==> config.mk <==
export PLATFORM = sky130hd
export DESIGN_NAME = pal_first_match
export DESIGN_NICKNAME = d
export VERILOG_FILES = /design/src/rtl/pal_pkg.sv /design/src/rtl/pal_first_match.sv
export SDC_FILE = /design/constraint.sdc
export NUM_CORES = 1
export LEC_CHECK = 0
export BUFFER_PORTS_ARGS = -buffer_cell sky130_fd_sc_hd__buf_2
export CAP_MARGIN = 15
export CORE_ASPECT_RATIO = 1.25
export CORE_MARGIN = 2
export CORE_UTILIZATION = 51
export CTS_BUF_LIST = sky130_fd_sc_hd__clkbuf_8
export DETAILED_ROUTE_END_ITERATION = 16
export GPL_TIMING_DRIVEN = 0
export PLACE_DENSITY = 0.88
export SLEW_MARGIN = 20
export SYNTH_ARGS = -nofsm -noshare
export SYNTH_HDL_FRONTEND = slang
export SYNTH_SLANG_ARGS = --single-unit
==> constraint.sdc <==
create_clock -name clock -period 3.2 [get_ports clock]
set_clock_uncertainty 0.05 [all_clocks]
set_input_delay 0 -clock clock [delete_from_list [all_inputs] [get_ports clock]]
set_output_delay 0 -clock clock [all_outputs]
set_load 0.02 [all_outputs]
==> src/rtl/pal_pkg.sv <==
// Shared types and constants of the positional array list engine.
package pal_pkg;

   localparam int POS_W       = 9;
   localparam int PORT_VAL_W  = 32;
   localparam int ACTION_W    = 3;
   localparam int GROUP_SIZE  = 16;
   localparam int GROUP_BITS  = 4;

   typedef enum logic [ACTION_W-1:0] {
      ACT_INSERT_AT     = 3'd0,
      ACT_INSERT_SORTED = 3'd1,
      ACT_ERASE_AT      = 3'd2,
      ACT_REMOVE_ALL    = 3'd3,
      ACT_GET           = 3'd4,
      ACT_SET           = 3'd5,
      ACT_FIND          = 3'd6
   } action_type;

   typedef enum logic [4:0] {
      ST_IDLE = 5'b00001,
      ST_CMP  = 5'b00010,
      ST_ENC1 = 5'b00100,
      ST_ENC2 = 5'b01000,
      ST_EXEC = 5'b10000
   } state_type;

   typedef enum logic [1:0] {
      CELL_HOLD   = 2'd0,
      CELL_INSERT = 2'd1,
      CELL_ERASE  = 2'd2,
      CELL_WRITE  = 2'd3
   } cell_op_type;

   typedef struct packed {
      cell_op_type op;
      logic        compare;
      logic        cmp_ge;
   } cell_cmd_type;

endpackage

==> src/rtl/pal_first_match.sv <==
// Two-stage registered priority encoder that finds the lowest set flag.
module pal_first_match #(
   parameter int N     = 256,
   parameter int IDX_W = 8
) (
   input  logic             clock,
   input  logic [N-1:0]     flags,
   output logic             found,
   output logic [IDX_W-1:0] index
);
   import pal_pkg::*;

   localparam int NUM_GROUPS = (N + GROUP_SIZE - 1) / GROUP_SIZE;
   localparam int PADDED     = NUM_GROUPS * GROUP_SIZE;
   localparam int GIDX_W     = (NUM_GROUPS > 1) ? $clog2(NUM_GROUPS) : 1;

   logic [PADDED-1:0]     flags_pad;
   logic [NUM_GROUPS-1:0] any_ff, any_in;
   logic [GROUP_BITS-1:0] low_ff [NUM_GROUPS];
   logic [GROUP_BITS-1:0] low_in [NUM_GROUPS];
   logic                  found_ff, found_in;
   logic [IDX_W-1:0]      index_ff, index_in;
   logic [GIDX_W-1:0]     grp;
   logic [GROUP_BITS-1:0] grp_low;

   assign flags_pad = PADDED'(flags);

   always_comb begin
      for (int g = 0; g < NUM_GROUPS; g++) begin
         any_in[g] = |flags_pad[g*GROUP_SIZE +: GROUP_SIZE];
         low_in[g] = '0;
         for (int j = GROUP_SIZE - 1; j >= 0; j--) begin
            if (flags_pad[g*GROUP_SIZE + j]) begin
               low_in[g] = GROUP_BITS'(j);
            end
         end
      end
   end

   always_ff @(posedge clock) begin
      any_ff <= any_in;
      for (int g = 0; g < NUM_GROUPS; g++) begin
         low_ff[g] <= low_in[g];
      end
   end

   always_comb begin
      grp      = '0;
      grp_low  = '0;
      found_in = |any_ff;
      for (int g = NUM_GROUPS - 1; g >= 0; g--) begin
         if (any_ff[g]) begin
            grp     = GIDX_W'(g);
            grp_low = low_ff[g];
         end
      end
      index_in = IDX_W'({grp, grp_low});
   end

   always_ff @(posedge clock) begin
      found_ff <= found_in;
      index_ff <= index_in;
   end

   assign found = found_ff;
   assign index = index_ff;

endmodule

==> impl_metrics.env <==
export IMPL_setup_viol=0
export IMPL_path_cells="dlygate4sd3_1 -> buf_2 -> a2111oi_0 -> nand2b_1 -> dlygate4sd3_1 -> o21ai_0 -> dlygate4sd3_1"
export IMPL_seqPwrFrac_pct=45.1
export IMPL_syn_nets=995
export IMPL_cts_inserted_buffers=9
export IMPL_grt_pass1_vias=8636
export IMPL_wl_met2_um=12400
export IMPL_vias=8133
export IMPL_startpoint="flags[22]"
export IMPL_fin_crit_sh_pct=84.3
export IMPL_multiInputGateArea_mm2=0.00316
export IMPL_max_cap_violations=0
export IMPL_drive_gt1_share_pct=23.4
export IMPL_die_area_mm2=0.0111
export IMPL_highest_layer="met4"
export IMPL_min_period_ns=2.70
export IMPL_synth_top_area_share_pct=34.0
export IMPL_ys_types=43
export IMPL_hold_class="in -> reg"
export IMPL_ir_drop_uv=245
export IMPL_critPathLaunchType="input port"
export IMPL_synthesis_area_mm2=0.00525
export IMPL_grt_start_max_net_pins=15
export IMPL_avgRoutedWirePerCell_um=17.4
export IMPL_area_growth_pct=72.3
export IMPL_critPathMaxStageDelay_ns=0.72
export IMPL_tritoncts="yes"
export IMPL_cp_common_cell="dlygate4sd3_1"
export IMPL_grt_pass1_wl_um=37700
export IMPL_drt_iter0_markers=556
export IMPL_grt_ovfl_total=0
export IMPL_yosysSeqAreaShare_pct=34.0
export IMPL_fp_dieW_um=94.7
export IMPL_viasPerCell=5.98
export IMPL_worstPathMaxFanout=3
export IMPL_path_clk_slew_ns=0.09
export IMPL_drc=0
export IMPL_nFillCells=445
export IMPL_power_leakage_nw=3.99
export IMPL_netSwitchingPower_mw=0.716
export IMPL_ant_nets=0
export IMPL_ys_warn_count=0
export IMPL_hold_viol=0
export IMPL_post_cts_buffers=0
export IMPL_powerDensity_mw_per_mm2=285
export IMPL_syn_inst=738
export IMPL_finalSetupTns_ns=0
export IMPL_yosysTopAreaCell="dfxtp_1"
export IMPL_root_buffer="clkbuf_8"
export IMPL_worstMarginPinSlew_ns=0.801
export IMPL_p_clk_share_pct=30.1
export IMPL_critPathCaptureType="flip-flop"
export IMPL_io_pins=266
export IMPL_dp_hpwl_um=12000
export IMPL_total_power_mw=2.58
export IMPL_wl_met3_um=1820
export IMPL_rsz0062_at_grt="no"
export IMPL_status="finished, final reports clean"
export IMPL_final_max_slew_viol_count=0
export IMPL_clock_sinks=89
export IMPL_fmax_ghz=0.371
export IMPL_wl_met1_um=7880
export IMPL_gp_congestion=0.883
export IMPL_h_tree_depth=3
export IMPL_core_area_mm2=0.0101
export IMPL_die_h_um=117
export IMPL_track_usage_pct=41.8
export IMPL_cts_path_max_buffers=2
export IMPL_fin_nets=1481
export IMPL_async_reset_ff_share_pct=0
export IMPL_slowest_stage="a2111oi_0"
export IMPL_worst_path_buf_inv=4
export IMPL_synth_edff_count=0
export IMPL_synth_area_top_cells="dfxtp_1 34%, nor2_1 8.7%, a21oi_1 5.7%"
export IMPL_slew_headroom_pct=45.2
export IMPL_ys_seq_elements=89
export IMPL_synth_main_ff_cell="dfxtp_1"
export IMPL_wirelength_um=23700
export IMPL_avgSynthCellArea_um2=7.11
export IMPL_sw_frac_of_total_pct=27.8
export IMPL_seqCellArea_mm2=0.00178
export IMPL_cp_arrival_ns=2.96
export IMPL_numPortBuffers=265
export IMPL_power_frac_comb_pct=24.8
export IMPL_worst_ep_required_time_ns=3.46
export IMPL_cpLargestDelayFamily="buffers and inverters"
export IMPL_start_util_pct=52.2
export IMPL_min_from="flags[20]"
export IMPL_timing_rr_start="any_ff[5]"
export IMPL_rows=41
export IMPL_drt_pass1_iter_count=5
export IMPL_antenna_found_initial=2
export IMPL_worstSetupPathType="in -> reg"
export IMPL_p_int_mw=1.86
export IMPL_insertion_delay_ns=0.36
-- worst min-delay path, stage by stage --
cell and delay (ns):
buf_2 0.10, nor4_1 0.08, a21boi_0 0.18
-- sequential cells by signal, summed over array words and instances (netlist names) --
register  flops
index         8
any_ff       16
low_ff       64
found         1
-- cells in the mapped netlist, drive strengths merged, types with 2 or more instances --
| library cell | instances |
|---|---|
| o31a | 17 |
| a31oi | 2 |
| a22oi | 4 |
| a2111oi | 18 |
| nand2 | 68 |
| clkbuf | 3 |
| dfxtp | 89 |
| o21a | 16 |
| o221ai | 3 |
| nand4 | 2 |
| o22ai | 2 |
| buf | 5 |
| nand2b | 20 |
| nand3 | 38 |
| o31ai | 18 |
| nor3 | 19 |
| a21oi | 60 |
| o211ai | 3 |
| inv | 70 |
| a211oi | 18 |
| o21ai | 43 |
| o21bai | 18 |
| a221oi | 6 |
| or3 | 2 |
| a21boi | 18 |
| nor4 | 33 |
| nor2b | 8 |
| nor2 | 123 |
| or4 | 3 |
-- power groups by stage --
| stage | logic [mW] | clock network, mW | registers [mW] |
|---|---|---|---|
| detailed placement | 0.425 | 0 | 1.18 |
| finish | 0.638 | 0.776 | 1.16 |
| global route | 0.685 | 0.822 | 1.16 |
| global placement | 0.418 | 0 | 1.18 |
| CTS | 0.574 | 0.759 | 1.16 |
| floorplan | 0.168 | 0 | 1.18 |
-- cell type report --
cell class / count / area share, %
antenna: 3 / 0.0831
buffer: 8 / 0.457
clock buffer: 10 / 1.52
clock inverter: 5 / 0.637
inverter: 70 / 2.91
multi-input combinational: 571 / 35.0
sequential: 89 / 19.7
tap: 129 / 1.79
timing repair buffer: 475 / 37.9
-- cell families (layout without fill, tap and decap cells) --
| group | after synthesis | after routing | synth area share [%] |
|---|---|---|---|
| multiplexers | 1 | 1 | 0.191 |
| AO/OA/AOI/OAI | 248 | 248 | 31.7 |
| other | 0 | 3 | 0 |
| flip-flops | 89 | 89 | 34.0 |
| AND/OR/NAND/NOR | 322 | 322 | 28.3 |
| buffers and inverters | 78 | 568 | 5.80 |
-- final timing paths --
path         slack, ns  depth (start not counted)            to
max               0.50                          7  low_ff[0][4]
min             0.0002                          3  low_ff[0][6]
max reg2reg       1.35                          5      index[0]
min reg2reg       0.41                          1      index[0]
-- cells in the final DEF, fill, tap and decap left out, drive strengths merged, types with 13 or more instances in the layout --
| cell type | count |
|---|---|
| o21a | 16 |
| a21oi | 60 |
| o21ai | 43 |
| nand3 | 38 |
| nor2 | 123 |
| buf | 270 |
| a211oi | 18 |
| nand2 | 68 |
| nor3 | 19 |
| dfxtp | 89 |
| nand2b | 20 |
| dlygate4sd3 | 210 |
| inv | 71 |
| a21boi | 18 |
| o21bai | 18 |
| a2111oi | 18 |
| clkbuf | 13 |
| o31ai | 18 |
| o31a | 17 |
| nor4 | 33 |
-- per-layer routing --
layer  GRT usage, %  vias up
li1               -     3663
met1           39.0     3738
met2           75.0      559
met3           9.89      173
met4           33.1        0
met5              0        -
-- stage by stage --
step	hold WS, ns	utilization (%)	worst slack [ns]	std cells	area [µm²]
2_1_floorplan	0.0264	-	1.75	738	5250
3_3_place_gp	0.146	67.0	1.32	1132	6730
3_5_place_dp	0.148	67.0	1.32	1132	6730
4_1_cts	0.00977	89.8	0.856	1357	9030
5_1_grt	0.0513	89.9	0.299	1359	9040
6_report	0.000225	89.9	0.501	1360	9040
-- timing repair --
item / in CTS / in global routing
endpoints found under the hold margin: 80 / 0
gates resized for setup: 0 / 0
hold buffers: 210 / 0
(Power assumes the default switching activity.)
