`config.mk`:
```
export PLATFORM = sky130hd
export DESIGN_NAME = pal_cell
export DESIGN_NICKNAME = d
export VERILOG_FILES = /design/src/rtl/pal_pkg.sv /design/src/rtl/pal_cell.sv
export SDC_FILE = /design/constraint.sdc
export NUM_CORES = 1
export LEC_CHECK = 0
export ABC_CLOCK_PERIOD_IN_PS = 2600
export BUFFER_PORTS_ARGS = -buffer_cell sky130_fd_sc_hd__buf_2
export CORE_MARGIN = 2
export CORE_UTILIZATION = 46
export CTS_CLUSTER_SIZE = 24
export DETAILED_ROUTE_END_ITERATION = 8
export PLACE_DENSITY = 0.79
export RECOVER_POWER = 50
export SYNTH_ARGS = -nofsm -noshare
export SYNTH_HDL_FRONTEND = slang
export SYNTH_SLANG_ARGS = --single-unit
```
`constraint.sdc`:
```
create_clock -name clock -period 2.6 [get_ports clock]
set_input_delay 0.26 -clock clock [delete_from_list [all_inputs] [get_ports clock]]
set_output_delay 0.26 -clock clock [all_outputs]
set_load 0.01 [all_outputs]
```
`src/rtl/pal_pkg.sv`:
```
// Shared types and constants of the positional array list engine.
package pal_pkg;

   localparam int POS_W       = 9;
   localparam int PORT_VAL_W  = 32;
   localparam int ACTION_W    = 3;
   localparam int GROUP_SIZE  = 16;
   localparam int GROUP_BITS  = 4;

   typedef enum logic [ACTION_W-1:0] {
      ACT_INSERT_AT     = 3'd0,
      ACT_INSERT_SORTED = 3'd1,
      ACT_ERASE_AT      = 3'd2,
      ACT_REMOVE_ALL    = 3'd3,
      ACT_GET           = 3'd4,
      ACT_SET           = 3'd5,
      ACT_FIND          = 3'd6
   } action_type;

   typedef enum logic [4:0] {
      ST_IDLE = 5'b00001,
      ST_CMP  = 5'b00010,
      ST_ENC1 = 5'b00100,
      ST_ENC2 = 5'b01000,
      ST_EXEC = 5'b10000
   } state_type;

   typedef enum logic [1:0] {
      CELL_HOLD   = 2'd0,
      CELL_INSERT = 2'd1,
      CELL_ERASE  = 2'd2,
      CELL_WRITE  = 2'd3
   } cell_op_type;

   typedef struct packed {
      cell_op_type op;
      logic        compare;
      logic        cmp_ge;
   } cell_cmd_type;

endpackage

```
`src/rtl/pal_cell.sv`:
```
// One storage cell of the list: holds an entry, shifts with its neighbors, compares.
module pal_cell #(
   parameter int INDEX      = 0,
   parameter int IDX_W      = 8,
   parameter int CNT_W      = 9,
   parameter int ITEM_WIDTH = 32
) (
   input  logic                   clock,
   input  pal_pkg::cell_cmd_type  cmd,
   input  logic [IDX_W-1:0]       cell_pos,
   input  logic [CNT_W-1:0]       count,
   input  logic [ITEM_WIDTH-1:0]  item_value,
   input  logic [ITEM_WIDTH-1:0]  below_value,
   input  logic [ITEM_WIDTH-1:0]  above_value,
   output logic [ITEM_WIDTH-1:0]  value,
   output logic                   flag,
   output logic [ITEM_WIDTH-1:0]  rd_value
);
   import pal_pkg::*;

   logic [ITEM_WIDTH-1:0] value_ff, value_in;
   logic                  flag_ff, flag_in;
   logic [ITEM_WIDTH-1:0] rd_ff, rd_in;
   logic                  in_use;
   logic                  at_pos;
   logic                  above_pos;

   assign in_use    = CNT_W'(INDEX) < count;
   assign at_pos    = IDX_W'(INDEX) == cell_pos;
   assign above_pos = IDX_W'(INDEX) > cell_pos;

   always_comb begin
      value_in = value_ff;
      case (cmd.op)
         CELL_INSERT: begin
            if (above_pos) begin
               value_in = below_value;
            end else if (at_pos) begin
               value_in = item_value;
            end
         end
         CELL_ERASE: begin
            if (above_pos || at_pos) begin
               value_in = above_value;
            end
         end
         CELL_WRITE: begin
            if (at_pos) begin
               value_in = item_value;
            end
         end
         default: value_in = value_ff;
      endcase
   end

   // Flags used entries not below the value for sorted insert, else equal ones.
   always_comb begin
      flag_in = flag_ff;
      rd_in   = rd_ff;
      if (cmd.compare) begin
         if (cmd.cmp_ge) begin
            flag_in = in_use && (item_value <= value_ff);
         end else begin
            flag_in = in_use && (item_value == value_ff);
         end
         rd_in = at_pos ? value_ff : '0;
      end
   end

   always_ff @(posedge clock) begin
      value_ff <= value_in;
      flag_ff  <= flag_in;
      rd_ff    <= rd_in;
   end

   assign value    = value_ff;
   assign flag     = flag_ff;
   assign rd_value = rd_ff;

endmodule

```
==> metrics.md, run 1 <==
| Metric | Value |
|---|---|
| CP peak stage delay | 0.42 ns |
| Least-Margin Pin Slew | 1.954 ns |
| DRC errors left | 0 |
| Netlist cell types | 27 |
| Diode count | 0 |
| Hold path cells | 3 |
| Cells on worst reg2reg path | 7 |
| Die area | 8677 sq um |
| Routed wire length | 8.898 mm |
| Vias/cell | 5.100 |
| Design Power | 2.467 mW |
| Largest net degree at the start of global routing | 64 |
| Total grt overflow | 0 |
| Failing checks | max-capacitance violations, max-slew violations |
| Max_slew headroom | -30.24% |
| Worst r2r src | value[5]$_DFFE_PP_ |
| Sequential-to-total area share from yosys stat | 53.39% |
| Layout cells sized above 1 | 22.22% |
| CTS tree | yes |
| Number of routed nets with antenna violations | 0 |
| Final #Nets | 632 |
| Setup violations, final | 0 |
| CP cell instances | inv_1, ha_1, a21oi_1, o21ai_0, a221o_1, o311a_1, nor3_2 |
| End of the worst register-to-register path | flag$_DFFE_PP_ |
| Crit Path Category | reg -> reg |
| Worst vdd ir | 0.2294 mV |
| Power Density | 538.5 nW/um^2 |
| Synth Area per Inst | 11.11 sq um |
| Final Max Tran Viols | 34 |
| Final Hold Vio Count | 0 |
| CP Max Fanout | 3 |
| Antenna violations before repair | 0 |
| Starting Density | 47.31% |
| Layout filler cell count | 679 |
| CP required | 2.79 ns |
| Post-synthesis cell count | 329 |
| Startpoint types | flip-flop |
| Port bufs | 150 |
| Hold-fix buffers at CTS | 0 |
| Clk root buf | clkbuf_8 |
| Vias in the first global route | 3000 |
| Ys Warns | 0 |
| Core Footprint | 7727 sq um |
| Final GP Congestion | 0.7842 |
| CP arrival | 2.26 ns |
| Num CTS Buffers | 9 |
| Setup Fix Bufs, Post-CTS | 0 |
| Avg WL per Cell | 15.13 microns |
| Rows | 32 |
| Clk_lat worst skew | 0.33 ns |
| Drt pass-1 iters | 4 |
| Total Routing Usage GR | 21.05% |
| Crit path time final | 2.077 ns |
| Top Ports | 183 |
| Hold Crit Class | in -> reg |
| Chip Width | 93.15 microns |
| DPL Wire Length | 6.715 mm |
| Via count | 2999 |
| Critical path's slowest cell | edfxtp_1 |
| Crit. End Element | flip-flop |
| Syn Std Cell Area | 3656 sq um |
| Fin crit share | 79.88% |
| Leak | 2.192 nW |
| Hold endpoint | value[30]$_DFFE_PP_ |
| Multi-input logic area | 1498 sq um |
| Register area | 1952 sq um |
| Clk pin slew, worst setup/hold paths | 0.07 ns |
| First-pass GRT wire length | 14.06 mm |
| Total negative setup slack | 0 ns |
| Clock sink total | 65 |
| Status | finished with violations |
| FF+latch count, synth | 65 |
| Die Ht | 93.15 microns |
| Mapped Nets | 479 |
| RSZ-0062 raised after global routing | no |
| Peak Freq | 481.5 MHz |
| H-tree levels | 3 |
| Hold Startpoint | above_value[30] |
| Clock tree buffer depth | 2 |
| Maxcap violations | 1 |
| Layout area overhead | 25.33% |
| Clk_skew | 0.008556 ns |
| Reg2reg setup slack | 0.52 ns |
| Fin util | 59.29% |
| Starting DRT DRC Count | 128 |
| Post-CTS resize count | 0 |
==> report_power, final <==
part	internal [mW]	switching [mW]	total, mW
Clock	0.432	0.371	0.804
Combinational	0.168	0.234	0.402
Sequential	1.22	0.0368	1.26
Total	1.82	0.642	2.47
==> metal layers <==
| metal | part of all wire, % | wire length, microns | vias to the layer above | GRT usage (%) |
|---|---|---|---|---|
| met5 | 0 | 0 | - | 0 |
| met4 | 0.64 | 57 | 0 | 5.392 |
| met3 | 7.6 | 672 | 6 | 5.399 |
| met2 | 50 | 4418 | 123 | 36.29 |
| met1 | 42 | 3751 | 1386 | 26.45 |
| li1 | - | - | 1484 | - |
==> cell families (layout without fill, tap and decap cells) <==
kind of cell,Yosys count,after routing,share of synthesized area [%]
AOI/OAI and AO/OA,57,57,8.830
adders and majority gates,32,32,10.95
buffers and inverters,45,202,5.852
DFF,65,65,53.39
muxes,32,32,8.761
and+or+nand+nor,98,98,12.22
==> cell usage in the layout (no fill, tap or decap), drive strengths merged, types with 2 or more instances in the layout <==
master   count
nor2        34
clkinv       2
nand4        8
clkbuf      75
o21ai       35
inv         32
a2111oi      2
nand2       40
nor2b        3
a21oi       12
a21o         2
buf         91
ha          32
edfxtp      65
mux2i       32
nand3        4
nor4         6
a221o        2
==> sequential cells by signal (all words and copies together), names as in the netlist <==
name,cells
value,32
flag,1
rd_value,32
==> worst max-delay path by stage <==
stage | start | to | cells past startpoint
3_3_place_gp | value[30]$_DFFE_PP_ | flag$_DFFE_PP_ | 7
3_5_place_dp | value[31]$_DFFE_PP_ | flag$_DFFE_PP_ | 7
5_1_grt | value[31]$_DFFE_PP_ | flag$_DFFE_PP_ | 7
6_report | value[5]$_DFFE_PP_ | flag$_DFFE_PP_ | 7
4_1_cts | value[30]$_DFFE_PP_ | flag$_DFFE_PP_ | 7
2_1_floorplan | value[14]$_DFFE_PP_ | flag$_DFFE_PP_ | 7
==> stage by stage <==
| step | cells | setup slack (ns) | instance area [sq um] | hold WS (ns) |
|---|---|---|---|---|
| after floorplan | 329 | 0.7220 | 3656 | 0.3725 |
| after global placement | 573 | 0.5182 | 4486 | 0.5361 |
| after detailed placement | 573 | 0.4736 | 4486 | 0.5423 |
| after CTS | 588 | 0.4598 | 4662 | 0.1870 |
| after global routing | 588 | 0.3199 | 4582 | 0.2027 |
| final | 588 | 0.5232 | 4582 | 0.2082 |
==> synthesized netlist by cell type <==
master	instances	share of area, %
nor4_1	4	0.68
o311a_1	1	0.27
nor2_1	34	3.5
buf_6	6	1.8
nor2b_1	3	0.51
mux2i_1	32	8.8
a2111oi_0	2	0.48
o21ai_0	8	1.1
a21o_1	2	0.41
and3_1	1	0.17
ha_1	32	11
nor3_2	1	0.27
inv_1	32	3.3
nand3_1	4	0.55
nor4_2	2	0.68
edfxtp_1	65	53
nand2_1	39	4.0
o21ai_1	27	3.7
a21oi_1	12	1.6
nand2_4	1	0.31
a31o_2	1	0.24
a221o_1	2	0.55
clkbuf_1	7	0.72
nand4_1	8	1.4
nand2b_1	1	0.17
o211ai_1	1	0.21
o31a_1	1	0.24
==> layout make-up <==
type,count,area share [%]
Clock buffer,11,2.867
Clock inverter,4,0.9831
Inverter,32,2.622
Multi-Input combinational cell,219,32.69
Sequential cell,65,42.60
Tap cell,102,2.785
Timing Repair Buffer,155,15.46
==> critical path, delay by kind of cell, from the launching register on <==
family                   cells  cell delay (ns)
AO/OA/AOI/OAI                4             1.07
adder cells (fa/ha/maj)      1             0.24
buffers and inverters        1             0.10
flip-flops                   1             0.42
AND/OR/NAND/NOR              1             0.09
Power figures use the tool's default switching activity.
==> inputs of run 2 (changes only) <==
- ABC_CLOCK_PERIOD_IN_PS: 2600 -> 2100
- clock period: 2.6 -> 2.1 ns (I/O delays scaled with it)
==> run 2 against run 1 <==
The flow still finishes with violations (max-capacitance violations, max-slew violations). Design area rose by 1.7%. Die area did not move. First-iteration DRC count fell by 32%. Global-route usage rose by 0.14 points. Critical path depth did not move. Clock skew barely moved. Fmax rose by 3.9%. Hold slack got worse by 0.066 ns. Sequential power rose by 24%. Flip-flop and latch count did not move.
==> metrics.md, run 2 (synthesis gave the netlist of run 1 again) <==
| Metric | Value |
|---|---|
| Rows | 32 |
| Clk_skew | 0.008532 ns |
| Clk root buf | clkbuf_8 |
| CP peak stage delay | 0.42 ns |
| Die area | 8677 sq um |
| CP Max Fanout | 3 |
| Crit path time final | 1.999 ns |
| CP arrival | 2.19 ns |
| Top Ports | 183 |
| Total negative setup slack | 0 ns |
| Hold Crit Class | in -> reg |
| Die Ht | 93.15 microns |
| Number of routed nets with antenna violations | 0 |
| Diode count | 0 |
| Status | finished with violations |
| Vias in the first global route | 3087 |
| Peak Freq | 500.3 MHz |
| Final GP Congestion | 0.7850 |
| Leak | 2.304 nW |
| Failing checks | max-capacitance violations, max-slew violations |
| H-tree levels | 3 |
| Clk pin slew, worst setup/hold paths | 0.07 ns |
| WP depth | 7 |
| Cells on worst reg2reg path | 7 |
| Layout cells sized above 1 | 29.10% |
| Clk_lat worst skew | 0.34 ns |
| Delay-heaviest family, CP | compound AO/OA/AOI/OAI gates |
| Worst vdd ir | 0.2884 mV |
| Fin crit share | 95.17% |
| First-pass GRT wire length | 14.01 mm |
| Clock tree buffer depth | 2 |
| Hold path cells | 3 |
| Layout area overhead | 27.48% |
| Routed wire length | 8.834 mm |
| Critical path's slowest cell | edfxtp_1 |
| CP required | 2.29 ns |
| Port bufs | 150 |
| DPL Wire Length | 6.502 mm |
| Total grt overflow | 0 |
| Final Max Tran Viols | 34 |
| Total Routing Usage GR | 21.19% |
| Chip Width | 93.15 microns |
| Placed Area | 4523 sq um |
| Avg WL per Cell | 14.97 microns |
| Least-Margin Pin Slew | 1.938 ns |
| Drt pass-1 iters | 5 |
| Starting Density | 47.31% |
| Hold-fix buffers at CTS | 0 |
| Startpoint types | flip-flop |
| Most frequent cells in the layout | buf_2 (116), edfxtp_1 (65), nand2_1 (39), clkbuf_1 (35), nor2_1 (34) |
| Crit. End Element | flip-flop |
| Clock sink total | 65 |
| Via count | 3044 |
| Antenna violations before repair | 0 |
| Final #Nets | 634 |
| Design area | 4661 sq um |
| Most common cell after layout, fill and taps aside | buf_2 |
| Core Footprint | 7727 sq um |
| RSZ-0062 raised after global routing | no |
| Num CTS Buffers | 9 |
| Setup violations, final | 0 |
| CTS tree | yes |
| Final Hold Vio Count | 0 |
| Largest net degree at the start of global routing | 65 |
| Max_slew headroom | -29.17% |
| CP cell instances | inv_1, ha_1, a21oi_1, o21ai_2, a221o_1, o311a_1, nor3_2 |
| Crit path buffers/inverters | 1 |
| Vias/cell | 5.159 |
| Starting DRT DRC Count | 87 |
| DRC errors left | 0 |
| Power Density | 660.9 nW/um^2 |
| Crit Path Category | reg -> reg |
| Maxcap violations | 1 |
==> run 2: layout make-up <==
type                            count  area [sq um]
Tap cell                          102         127.6
Inverter                           32         120.1
Sequential cell                    65          1952
Timing Repair Buffer              157         785.8
Multi-Input combinational cell    219          1500
Clock inverter                      5         47.55
Fill cell                         671          3067
Clock buffer                       10         127.6
==> run 2: routing by layer <==
metal | vias to the layer above | GRT usage [%] | part of all wire (%)
li1 | 1494 | - | -
met1 | 1410 | 26.04 | 43
met2 | 125 | 36.17 | 49
met3 | 15 | 5.318 | 6.6
met4 | 0 | 7.721 | 1.9
met5 | - | 0 | 0
==> run 2: final timing paths <==
check / start / end / slack, ns
worst max-delay path: value[5]$_DFFE_PP_ / flag$_DFFE_PP_ / 0.10
worst min-delay path: above_value[3] / value[3]$_DFFE_PP_ / 0.14
worst max register to register: value[5]$_DFFE_PP_ / flag$_DFFE_PP_ / 0.10
worst min register to register: value[27]$_DFFE_PP_ / rd_value[27]$_SDFFCE_PN0P_ / 0.62
==> run 2: what timing repair did <==
item                       in CTS  in global routing
setup endpoints to repair       0                  1
setup buffers                   0                  2
resized for setup               0                  4
==> run 2: per-stage QoR <==
stage               power [mW]  hold WS (ns)  worst slack, ns  util [%]  std cells
global placement         2.083        0.4875           0.1044     58.53        573
CTS                      3.093        0.1270          0.04684     60.80        588
global route             3.231        0.1435         0.001755     60.31        590
finish                   3.080        0.1423           0.1013     60.31        590
floorplan                1.849        0.3225           0.2220         -        329
detailed placement       2.107        0.4914          0.05533     58.53        573
==> run 2: worst reg2reg max path, cell delays in order (launching register included) <==
cell and delay, ns:
edfxtp_1 0.42, inv_1 0.10, ha_1 0.24, a21oi_1 0.20
o21ai_2 0.10, a221o_1 0.34, o311a_1 0.36, nor3_2 0.09
==> run 2: power breakdown <==
part	switching, mW	internal (mW)	leakage [nW]
Combinational	0.295	0.229	1.55
Clock	0.467	0.530	0.0910
Sequential	0.0429	1.52	0.661
==> inputs of run 3 (changes only) <==
- MAX_ROUTING_LAYER: default -> met4
==> run 3 against run 2 <==
The flow still finishes with violations (max-capacitance violations, max-slew violations). Sequential share of layout area did not move. Via count fell by 0.39%. Setup slack improved by 0.00059 ns. Design area did not move. Global-route usage rose by 0.63 points. Clock power barely moved. Clock skew fell by 0.00061 ns. First-iteration DRC count rose by 15%. Die area did not move. Count of clock-buffer cells in the layout did not move. Combinational power barely moved. Flip-flop and latch count did not move. Critical path type unchanged. Critical endpoint unchanged.
==> metrics.md, run 3 (synthesis gave the netlist of run 1 again) <==
| Metric | Value |
|---|---|
| Status | finished with violations |
| Failing checks | max-capacitance violations, max-slew violations |
| Vias/cell | 5.139 |
| Final Hold Vio Count | 0 |
| Routed wire length | 8.840 mm |
| Via count | 3032 |
| Hold Crit Class | in -> reg |
| CP cell instances | inv_1, ha_1, a21oi_1, o21ai_2, a221o_1, o311a_1, nor3_2 |
| Final #Nets | 634 |
| Global routing's busiest layer | met2 |
| CP startpoint | value[5]$_DFFE_PP_ |
| Layout area overhead | 27.48% |
| Starting DRT DRC Count | 100 |
| Clock sink total | 65 |
| Most frequent cells in the layout | buf_2 (116), edfxtp_1 (65), nand2_1 (39), clkbuf_1 (35), nor2_1 (34) |
| Power Density | 661.1 nW/um^2 |
| Sequential group share of total power | 50.6% |
| Fin crit share | 95.15% |
| Crit path buffers/inverters | 1 |
| Core Footprint | 7727 sq um |
| Met2 Use GR | 36.29% |
| Max_slew headroom | -30.66% |
| Clk pin slew, worst setup/hold paths | 0.07 ns |
| Avg WL per Cell | 14.98 microns |
| Hold-fix buffers at CTS | 0 |
| Leak | 2.304 nW |
| Met3 Use GR | 4.835% |
| Sw power | 0.8063 mW |
| Pint | 2.275 mW |
| Hold Startpoint | above_value[3] |
| Least-Margin Pin Slew | 1.960 ns |
| Num CTS Buffers | 9 |
| Die Ht | 93.15 microns |
| CP required | 2.29 ns |
| DRC errors left | 0 |
| Total Routing Usage GR | 21.82% |
| Worst r2r src | value[5]$_DFFE_PP_ |
| Clk_lat worst skew | 0.34 ns |
| CP arrival | 2.19 ns |
| Worst slack, placed | 0.05533 ns |
| Total grt overflow | 0 |
| Final Max Tran Viols | 34 |
| Layout cells sized above 1 | 29.10% |
| Die area | 8677 sq um |
| Most common cell after layout, fill and taps aside | buf_2 |
| Fin util | 60.31% |
| Clk_skew | 0.007919 ns |
| Number of routed nets with antenna violations | 0 |
| Setup violations, final | 0 |
| Top Ports | 183 |
| Antenna violations before repair | 0 |
| Crit path time final | 1.998 ns |
| Clock tree buffer depth | 2 |
| Crit. End Element | flip-flop |
| Largest net degree at the start of global routing | 65 |
| Drt pass-1 iters | 4 |
| Final GP Congestion | 0.7960 |
| Port bufs | 150 |
| Maxcap violations | 1 |
| Vias in the first global route | 3088 |
| RSZ-0062 raised after global routing | no |
| Total negative setup slack | 0 ns |
| Clock network power share | 32.4% |
| First-pass GRT wire length | 14.02 mm |
| Crit Path Category | reg -> reg |
| CTS tree | yes |
| Diode count | 0 |
| GR Util met1 | 25.88% |
| Sw frac | 26.17% |
| Clk root buf | clkbuf_8 |
| Critical path's slowest cell | edfxtp_1 |
| Chip Width | 93.15 microns |
| Starting Density | 47.31% |
| Delay-heaviest family, CP | compound AO/OA/AOI/OAI gates |
| Placed cell count | 573 |
| Non-Filler Instances | 590 |
| Worst vdd ir | 0.2882 mV |
| Design Power | 3.081 mW |
| CP peak stage delay | 0.42 ns |
| Peak Freq | 500.5 MHz |
| Logic pwr share | 17.0% |
| DPL Wire Length | 6.502 mm |
| Final Worst Setup Slack | 0.1019 ns |
| CP Max Fanout | 3 |
| Rows | 32 |
| Startpoint types | flip-flop |
| H-tree levels | 3 |
## run 3: cell counts in the layout (fill, tap and decap cells not counted)
No cell type changed its count.
## run 3: layout make-up
cell class,count,area [sq um]
fill,671,3067
sequential,65,1952
multi-input combinational,219,1500
timing repair buffer,157,785.8
clock buffer,10,127.6
tap,102,127.6
inverter,32,120.1
clock inverter,5,47.55
## run 3: layer usage
| metal | vias to the layer above | part of all wire, % |
|---|---|---|
| li1 | 1493 | - |
| met1 | 1399 | 42 |
| met2 | 128 | 49 |
| met3 | 12 | 7.3 |
| met4 | 0 | 1.7 |
| met5 | - | 0 |
## run 3: tightest hold or removal path, stage by stage
cell     delay [ns]
buf_2          0.07
nand2_1        0.04
o21ai_0        0.05
## run 3: path summary, 6_finish.rpt
| check | endpoint | slack [ns] | cells after the start |
|---|---|---|---|
| worst max-delay path | flag$_DFFE_PP_ | 0.10 | 7 |
| worst min-delay path | value[3]$_DFFE_PP_ | 0.14 | 3 |
| worst max register to register | flag$_DFFE_PP_ | 0.10 | 7 |
| worst min register to register | rd_value[27]$_SDFFCE_PN0P_ | 0.62 | 2 |
## run 3: per-stage QoR
stage / area [sq um] / hold WS (ns)
global placement: 4523 / 0.4875
floorplan: 3656 / 0.3225
global route: 4661 / 0.1435
finish: 4661 / 0.1398
CTS: 4698 / 0.1270
detailed placement: 4523 / 0.4914
## run 3: power by group through the flow
| stage | combinational (mW) | sequential (mW) | clock (mW) |
|---|---|---|---|
| finish | 0.524 | 1.56 | 0.999 |
| global route | 0.589 | 1.57 | 1.07 |
| CTS | 0.525 | 1.56 | 1.01 |
| detailed placement | 0.521 | 1.59 | 0 |
| global placement | 0.502 | 1.58 | 0 |
| floorplan | 0.232 | 1.62 | 0 |
## run 3: timing repair
| action | in CTS | in global routing |
|---|---|---|
| setup buffers | 0 | 2 |
| endpoints found under the setup margin | 0 | 1 |
| resized for setup | 0 | 4 |
